[src/bftqst_pkg.sv]
// ----------------------------------------------------------------------------
// bftqst_pkg
// Types, codes and helpers for the consensus quorum and stage tracker.
// ----------------------------------------------------------------------------
`default_nettype none

package bftqst_pkg;

	localparam int MAX_PEERS  = 64;
	localparam int SENDER_W   = $clog2(MAX_PEERS);
	localparam int COUNT_W    = $clog2(MAX_PEERS + 1);
	localparam int PEER_W     = 7;
	localparam logic [PEER_W-1:0] PEER_RESET = PEER_W'(4);

	// reciprocal of three for values below 64: (x * 171) >> 9
	localparam int RECIP_SHIFT = 9;
	localparam int RECIP_MUL   = 171;
	localparam int PROD_W      = SENDER_W + 8;

	typedef enum logic [2:0] {
		OP_DB_REQ     = 3'd0,
		OP_CFG_REQ    = 3'd1,
		OP_BAD_REQ    = 3'd2,
		OP_PREPREPARE = 3'd3,
		OP_PREPARE    = 3'd4,
		OP_COMMIT     = 3'd5,
		OP_ADVANCE    = 3'd6,
		OP_BAD_MSG    = 3'd7
	} op_t;

	typedef enum logic [2:0] {
		ERR_OK              = 3'd0,
		ERR_BAD_REQUEST     = 3'd1,
		ERR_TO_INITIAL      = 3'd2,
		ERR_ILLEGAL_COMMIT  = 3'd3,
		ERR_ILLEGAL_EXECUTE = 3'd4,
		ERR_BAD_TYPE        = 3'd5
	} err_t;

	typedef enum logic [1:0] {
		STAGE_PREPARE = 2'd0,
		STAGE_COMMIT  = 2'd1,
		STAGE_EXECUTE = 2'd2
	} stage_t;

	// target stage code that names no stage
	localparam logic [1:0] TARGET_UNKNOWN = 2'd3;

	typedef struct packed {
		op_t                 op;
		logic [SENDER_W-1:0] sender_index;
		logic [1:0]          target_stage;
	} req_t;

	typedef struct packed {
		err_t               error_code;
		stage_t             stage_now;
		logic               req_recorded;
		logic               is_config_request;
		logic               preprepared;
		logic               prepared;
		logic               committed;
		logic [COUNT_W-1:0] prepare_count;
		logic [COUNT_W-1:0] commit_count;
	} rsp_t;

	// twice the fault bound, 2 * ((clamped peer count - 1) / 3)
	function automatic logic [COUNT_W-1:0] quorum_thresh(input logic [PEER_W-1:0] peers);
		logic [SENDER_W-1:0] x;
		logic [PROD_W-1:0]   prod;
		logic [COUNT_W-1:0]  f;
		if (peers == '0) begin
			x = '0;
		end else if (peers > PEER_W'(MAX_PEERS)) begin
			x = SENDER_W'(MAX_PEERS - 1);
		end else begin
			x = SENDER_W'(peers - PEER_W'(1));
		end
		prod = PROD_W'(x) * PROD_W'(RECIP_MUL);
		f    = COUNT_W'(prod >> RECIP_SHIFT);
		return COUNT_W'({f, 1'b0});
	endfunction

endpackage

`default_nettype wire

[src/bftqst_state.sv]
// ----------------------------------------------------------------------------
// bftqst_state
// Vote masks, distinct-voter counts, request and stage state; computes the
// response for one request from the current state and commits the update.
// ----------------------------------------------------------------------------
`default_nettype none

module bftqst_state (
	input  logic                          clk,
	input  logic                          arst_n,
	input  logic                          cfg_we,
	input  logic [bftqst_pkg::PEER_W-1:0] cfg_peers,
	input  logic                          step,
	input  bftqst_pkg::req_t              item,
	output bftqst_pkg::rsp_t              result
);
	import bftqst_pkg::*;

	logic [MAX_PEERS-1:0] prep_votes_q, prep_votes_n;
	logic [MAX_PEERS-1:0] commit_votes_q, commit_votes_n;
	logic [COUNT_W-1:0]   prep_cnt_q, prep_cnt_n;
	logic [COUNT_W-1:0]   commit_cnt_q, commit_cnt_n;
	logic [COUNT_W-1:0]   thresh_q;
	logic                 preprep_q, preprep_n;
	logic                 req_flag_q, req_flag_n;
	logic                 req_kind_q, req_kind_n;
	stage_t               stage_q, stage_n;
	err_t                 err;
	logic                 committed_now;
	logic                 prep_quorum_n, commit_quorum_n, prepared_n;

	// commit check for execute uses the state before this request
	assign committed_now = req_flag_q && preprep_q && (prep_cnt_q > thresh_q)
		&& (commit_cnt_q > thresh_q);

	// decode the request and form the next state
	always_comb begin
		prep_votes_n   = prep_votes_q;
		commit_votes_n = commit_votes_q;
		prep_cnt_n     = prep_cnt_q;
		commit_cnt_n   = commit_cnt_q;
		preprep_n      = preprep_q;
		req_flag_n     = req_flag_q;
		req_kind_n     = req_kind_q;
		stage_n        = stage_q;
		err            = ERR_OK;
		unique case (item.op)
			OP_DB_REQ: begin
				req_flag_n = 1'b1;
				req_kind_n = 1'b0;
			end
			OP_CFG_REQ: begin
				req_flag_n = 1'b1;
				req_kind_n = 1'b1;
			end
			OP_BAD_REQ: begin
				err = ERR_BAD_REQUEST;
			end
			OP_PREPREPARE: begin
				preprep_n = 1'b1;
			end
			OP_PREPARE: begin
				// count a sender only on its first vote
				if (!prep_votes_q[item.sender_index]) begin
					prep_votes_n[item.sender_index] = 1'b1;
					prep_cnt_n = prep_cnt_q + COUNT_W'(1);
				end
			end
			OP_COMMIT: begin
				if (!commit_votes_q[item.sender_index]) begin
					commit_votes_n[item.sender_index] = 1'b1;
					commit_cnt_n = commit_cnt_q + COUNT_W'(1);
				end
			end
			OP_ADVANCE: begin
				case (item.target_stage)
					STAGE_PREPARE: begin
						err = ERR_TO_INITIAL;
					end
					STAGE_COMMIT: begin
						if (!preprep_q || stage_q != STAGE_PREPARE) begin
							err = ERR_ILLEGAL_COMMIT;
						end else begin
							stage_n = STAGE_COMMIT;
						end
					end
					STAGE_EXECUTE: begin
						if (!committed_now || stage_q != STAGE_COMMIT) begin
							err = ERR_ILLEGAL_EXECUTE;
						end else begin
							stage_n = STAGE_EXECUTE;
						end
					end
					TARGET_UNKNOWN: begin
						err = ERR_BAD_TYPE;
					end
					default: begin
						err = ERR_BAD_TYPE;
					end
				endcase
			end
			OP_BAD_MSG: begin
				err = ERR_BAD_TYPE;
			end
			default: begin
				err = ERR_BAD_TYPE;
			end
		endcase
	end

	// response shows the state after the request
	assign prep_quorum_n   = prep_cnt_n > thresh_q;
	assign commit_quorum_n = commit_cnt_n > thresh_q;
	assign prepared_n      = req_flag_n && preprep_n && prep_quorum_n;

	always_comb begin
		result.error_code        = err;
		result.stage_now         = stage_n;
		result.req_recorded      = req_flag_n;
		result.is_config_request = req_flag_n && req_kind_n;
		result.preprepared       = preprep_n;
		result.prepared          = prepared_n;
		result.committed         = prepared_n && commit_quorum_n;
		result.prepare_count     = prep_cnt_n;
		result.commit_count      = commit_cnt_n;
	end

	// hold the quorum threshold; recompute it on a configuration write
	always_ff @(posedge clk or negedge arst_n) begin
		if (!arst_n) begin
			thresh_q <= quorum_thresh(PEER_RESET);
		end else if (cfg_we) begin
			thresh_q <= quorum_thresh(cfg_peers);
		end
	end

	// advance the tracker state once per processed request
	always_ff @(posedge clk or negedge arst_n) begin
		if (!arst_n) begin
			prep_votes_q   <= '0;
			commit_votes_q <= '0;
			prep_cnt_q     <= '0;
			commit_cnt_q   <= '0;
			preprep_q      <= 1'b0;
			req_flag_q     <= 1'b0;
			req_kind_q     <= 1'b0;
			stage_q        <= STAGE_PREPARE;
		end else if (step) begin
			prep_votes_q   <= prep_votes_n;
			commit_votes_q <= commit_votes_n;
			prep_cnt_q     <= prep_cnt_n;
			commit_cnt_q   <= commit_cnt_n;
			preprep_q      <= preprep_n;
			req_flag_q     <= req_flag_n;
			req_kind_q     <= req_kind_n;
			stage_q        <= stage_n;
		end
	end

endmodule

`default_nettype wire

[src/bft_quorum_stage_tracker.sv]
// ----------------------------------------------------------------------------
// bft_quorum_stage_tracker: consensus quorum and stage tracker, one op
// Flow: an accepted request is held in the request register, then moves on
// into the response register, when that is free, with its response.
// Throughput: one request per cycle while responses are taken.
// Reset: all vote, request and stage state cleared; peer count back to 4.
// ----------------------------------------------------------------------------
`default_nettype none

module bft_quorum_stage_tracker (
	input  logic                          clk,
	input  logic                          arst_n,
	input  logic                          req_valid,
	output logic                          req_ready,
	input  bftqst_pkg::req_t              req,
	output logic                          rsp_valid,
	input  logic                          rsp_ready,
	output bftqst_pkg::rsp_t              rsp,
	input  logic                          cfg_valid,
	output logic                          cfg_ready,
	input  logic [bftqst_pkg::PEER_W-1:0] cfg_data
);
	import bftqst_pkg::*;

	logic valid_s1;
	req_t req_s1;
	logic rsp_valid_q;
	rsp_t rsp_q;
	rsp_t result;
	logic adv;

	// move the held request into the response register when it is free
	assign adv       = valid_s1 && (!rsp_valid_q || rsp_ready);
	assign req_ready = !valid_s1 || adv;
	assign cfg_ready = 1'b1;
	assign rsp_valid = rsp_valid_q;
	assign rsp       = rsp_q;

	bftqst_state u_state (
		.clk       (clk),
		.arst_n    (arst_n),
		.cfg_we    (cfg_valid),
		.cfg_peers (cfg_data),
		.step      (adv),
		.item      (req_s1),
		.result    (result)
	);

	// hold the accepted request
	always_ff @(posedge clk or negedge arst_n) begin
		if (!arst_n) begin
			valid_s1 <= 1'b0;
		end else if (req_valid && req_ready) begin
			valid_s1 <= 1'b1;
		end else if (adv) begin
			valid_s1 <= 1'b0;
		end
	end

	always_ff @(posedge clk) begin
		if (req_valid && req_ready) begin
			req_s1 <= req;
		end
	end

	// hold the response until it is taken
	always_ff @(posedge clk or negedge arst_n) begin
		if (!arst_n) begin
			rsp_valid_q <= 1'b0;
		end else if (adv) begin
			rsp_valid_q <= 1'b1;
		end else if (rsp_ready) begin
			rsp_valid_q <= 1'b0;
		end
	end

	always_ff @(posedge clk) begin
		if (adv) begin
			rsp_q <= result;
		end
	end

endmodule

`default_nettype wire

[config.mk]
export PLATFORM = sky130hd
export DESIGN_NAME = bft_quorum_stage_tracker
export DESIGN_NICKNAME = d
export VERILOG_FILES = /design/src/bftqst_pkg.sv /design/src/bftqst_state.sv /design/src/bft_quorum_stage_tracker.sv
export SDC_FILE = /design/constraint.sdc
export NUM_CORES = 1
export LEC_CHECK = 0
export BUFFER_PORTS_ARGS = -buffer_cell sky130_fd_sc_hd__buf_2
export CORE_AREA = 3 3 151 153
export DETAILED_ROUTE_END_ITERATION = 8
export DIE_AREA = 0 0 154 156
export PLACE_DENSITY_LB_ADDON = 0.1
export SYNTH_ARGS = -nofsm -noshare
export SYNTH_HDL_FRONTEND = slang
export SYNTH_SLANG_ARGS = --single-unit
[constraint.sdc]
create_clock -name clk -period 4.95 [get_ports clk]
set_input_delay 1.485 -clock clk [delete_from_list [all_inputs] [get_ports clk]]
set_output_delay 1.485 -clock clk [all_outputs]
set_load 0.05 [all_outputs]
==> reports/metrics.cfg <==
[logic_synthesis]
synthMuxAreaShare_pct = 6.07
synth_seq_cells = 189
ys.flop_type = dfrtp_1
synth-compound-area-share_pct = 17.7
ys_types = 74
synth_xor_area_share_pct = 2.82
synth_edf_count = 35
synth_simple_gate_area_share_pct = 10.5
synthAdderAreaFrac_pct = 7.96
synthesis.area_um2 = 9620
ys_async_sr_fraction_pct = 81.5
netlist_instances = 804
syn-num-nets = 884
yosys_warnings = 0
synth_top_family_by_area = compound AO/OA/AOI/OAI gates
avgSynthCellArea_um2 = 12.0
synth_seq_area_share_pct = 51.0

[placed_design]
dp_hpwl_mm = 15.5
port-buffer-count = 48
post_dp_cell_area_um2 = 10500
gp_congestion = 0.801

[final_layout]
area_delta_synth_final_pct = 15.3
fin_nets = 956
finish.instance_area_um2 = 11100
drive_gt1_share_pct = 24.2
layout_commonest_cell = dfrtp_1
num_antenna_cells = 0
layout_common_cells = dfrtp_1, a21o_1, ha_1, buf_2, nand2_1

[worst_setup_path]
start_kind = input pin
cpPeakStageDelay_ps = 590
critical_path.max_fanout = 7
crit_type = in2reg
path_delay_family = adder cells
crit_required_ps = 5260
cp.arrival_ps = 5080
cp_num_buf_inv = 2
endpoint_kind = flip-flop
slowest_stage = fa_1
crit_chain = buf_2, inv_2, ha_4, nor4b_4, nand2_2, nor2_4, a21oi_2, ha_2, fa_1, fa_1, ha_1, and3_1, and3_1, o31ai_2, nand3b_1, nand3_2, a21boi_2, xnor2_1, a21oi_1

[timing]
finalSetupViolCount = 0
max_freq_ghz = 0.210
post-route-min-period_ps = 4770
hold_viol = 0
post-route-period-util_pct = 96.4
timing.slew.headroom_pct = 19.4
tightestPinTransition_ps = 1210
clock_skew_ps = 12.5
maxSlewViolCount = 0

[clock_tree]
cts_buffer_depth = 2
cts_sinks = 189
clkSlewWorstSetupHoldPaths_ps = 70
root_buffer = clkbuf_16
cts_tree = built
cts_buffers = 17
htree_levels = 4
clkLatencyLatePin_ps = 430

[global_routing]
antenna_found_initial = 0
grt_pass1_vias = 6775
grt_pass1_wl_mm = 36.5
grtUsageTotal_pct = 19.2
grt_max_degree = 82
gr-total-overflow = 0

[floorplan]
die_x_um = 154
io_pins = 50
num_rows = 54
die_y_um = 156
core_area_um2 = 21700
die-area_um2 = 24000
start_util_pct = 44.4

[route]
vias_per_cell = 5.56
wl_per_cell_um = 19.2
drc_errors = 0
postRouteAntennaNets = 0
drt-pass1-iter-count = 5
drtIter0Drc = 368
drt-total-wl_mm = 22.5
vias = 6498

[power]
total_power_uw = 4100
irDropWorstVdd_mv = 0.239
cellLeakagePower_uw = 0.00605
p_per_area_nw_per_um2 = 370

[hold_path]
holdCritPathClass = reg2reg

[run_status]
status = finished, final reports clean

[run]
max-cap-violations = 0

==> power breakdown <==
part / internal [uW] / leakage, uW / total, uW / switching, uW
clock: 708 / 0.000289 / 1340 / 633
combinational: 386 / 0.00333 / 940 / 555
sequential: 1720 / 0.00243 / 1820 / 96.6
==> path summary, 6_finish.rpt <==
path / start / end / cells past startpoint / slack [ps]
worst max register to register: req_s1[2] / rsp[14] / 16 / 370
worst max-delay path: cfg_data[0] / u_state.thresh_q[5] / 19 / 180
max in group asynchronous: arst_n / u_state.prep_votes_q[42] / 2 / 2970
worst min-delay path: u_state.prep_votes_q[21] / u_state.prep_votes_q[21] / 1 / 450
worst min register to register: u_state.prep_votes_q[21] / u_state.prep_votes_q[21] / 1 / 450
min in group asynchronous: arst_n / u_state.stage_q[1] / 1 / 1060
==> worst reg2reg max path: cells and delay by family (launching register included) <==
kind / cells / cell delay, ps
AO/OA/AOI/OAI: 6 / 1140
XOR/XNOR: 1 / 200
adder cells (fa/ha/maj): 1 / 300
buffers and inverters: 1 / 300
flip-flops: 1 / 680
AND/OR/NAND/NOR: 7 / 1680
==> sequential cells by signal (all words and copies together) (netlist names) <==
register	flops
u_state.preprep_q	1
u_state.thresh_q	5
rsp	24
u_state.req_kind_q	1
u_state.stage_q	2
u_state.prep_votes_q	64
u_state.commit_votes_q	64
rsp_valid	1
u_state.prep_cnt_q	7
u_state.req_flag_q	1
valid_s1	1
req_s1	11
u_state.commit_cnt_q	7
==> through the flow <==
stage / utilization (%) / std cells / TNS [ps] / setup WS [ps] / hold slack [ps]
after floorplan: - / 804 / 0 / 7.55 / 420
after global placement: 48.4 / 1137 / -489 / -150 / 431
after detailed placement: 48.4 / 1137 / -1080 / -285 / 437
after CTS: 51.0 / 1169 / 0 / 171 / 454
after global routing: 51.1 / 1169 / -11.0 / -11.0 / 470
final: 51.1 / 1169 / 0 / 177 / 451
==> cell type report <==
| cell class | instances | area (um^2) |
|---|---|---|
| fillers | 1886 | 10600 |
| flip-flops and latches | 189 | 4910 |
| multi-input cells | 534 | 4490 |
| repair buffers | 88 | 584 |
| clock buffers | 19 | 464 |
| well taps | 280 | 350 |
| inverters | 46 | 175 |
| clock inverters | 13 | 119 |
==> Yosys cell counts (3+ instances only) <==
| library cell | number | share of area, % |
|---|---|---|
| xnor2_1 | 16 | 1.5 |
| mux2_2 | 16 | 1.9 |
| a22oi_1 | 7 | 0.55 |
| o22ai_1 | 4 | 0.26 |
| o21a_1 | 3 | 0.23 |
| nor3_2 | 3 | 0.31 |
| mux4_2 | 13 | 3.0 |
| clkbuf_1 | 17 | 0.66 |
| nor2_4 | 8 | 0.94 |
| and3b_1 | 3 | 0.27 |
| nor3_1 | 6 | 0.31 |
| nand3_1 | 9 | 0.47 |
| nor2_1 | 27 | 1.1 |
| a21o_1 | 133 | 10 |
| fa_1 | 7 | 1.5 |
| nand2_1 | 44 | 1.7 |
| o22a_1 | 4 | 0.36 |
| buf_4 | 3 | 0.23 |
| xor2_1 | 15 | 1.4 |
| nor2_2 | 8 | 0.52 |
| nor2b_1 | 10 | 0.65 |
| a221oi_1 | 6 | 0.55 |
| mux2i_1 | 10 | 1.0 |
| o21ai_0 | 21 | 1.1 |
| a31oi_1 | 6 | 0.39 |
| buf_6 | 6 | 0.70 |
| a21oi_1 | 24 | 1.2 |
| dfrtp_1 | 153 | 40 |
| ha_1 | 50 | 6.5 |
| edfxtp_1 | 35 | 11 |
| o2bb2ai_1 | 3 | 0.27 |
| and3_1 | 9 | 0.59 |
| buf_2 | 7 | 0.36 |
| nand3b_1 | 8 | 0.62 |
| a221o_1 | 3 | 0.31 |
| nand2b_1 | 11 | 0.72 |
| inv_1 | 45 | 1.8 |
==> cells by family (layout without fill, tap and decap cells) <==
kind of cell    after synthesis  count (layout)
mux                          40              40
compound gates              236             236
other cells                   1               1
simple gates                169             169
fa+ha+maj                    57              57
buf+inv                      81             166
xor+xnor                     31              31
flops                       189             189
==> routing by layer <==
metal | GRT usage (%) | routed length [um]
met5 | 0 | 0
met1 | 25.2 | 9890
met3 | 4.38 | 980
met2 | 32.4 | 11300
met4 | 4.79 | 284
==> timing repair <==
action / 4_1_cts / 5_1_grt
setup buffers: 0 / 0
endpoints found under the hold margin: 0 / 0
hold buffers: 0 / 0
endpoints found under the setup margin: 0 / 4
resized for setup: 0 / 5
Note: power is estimated with default switching activity, not from simulation.
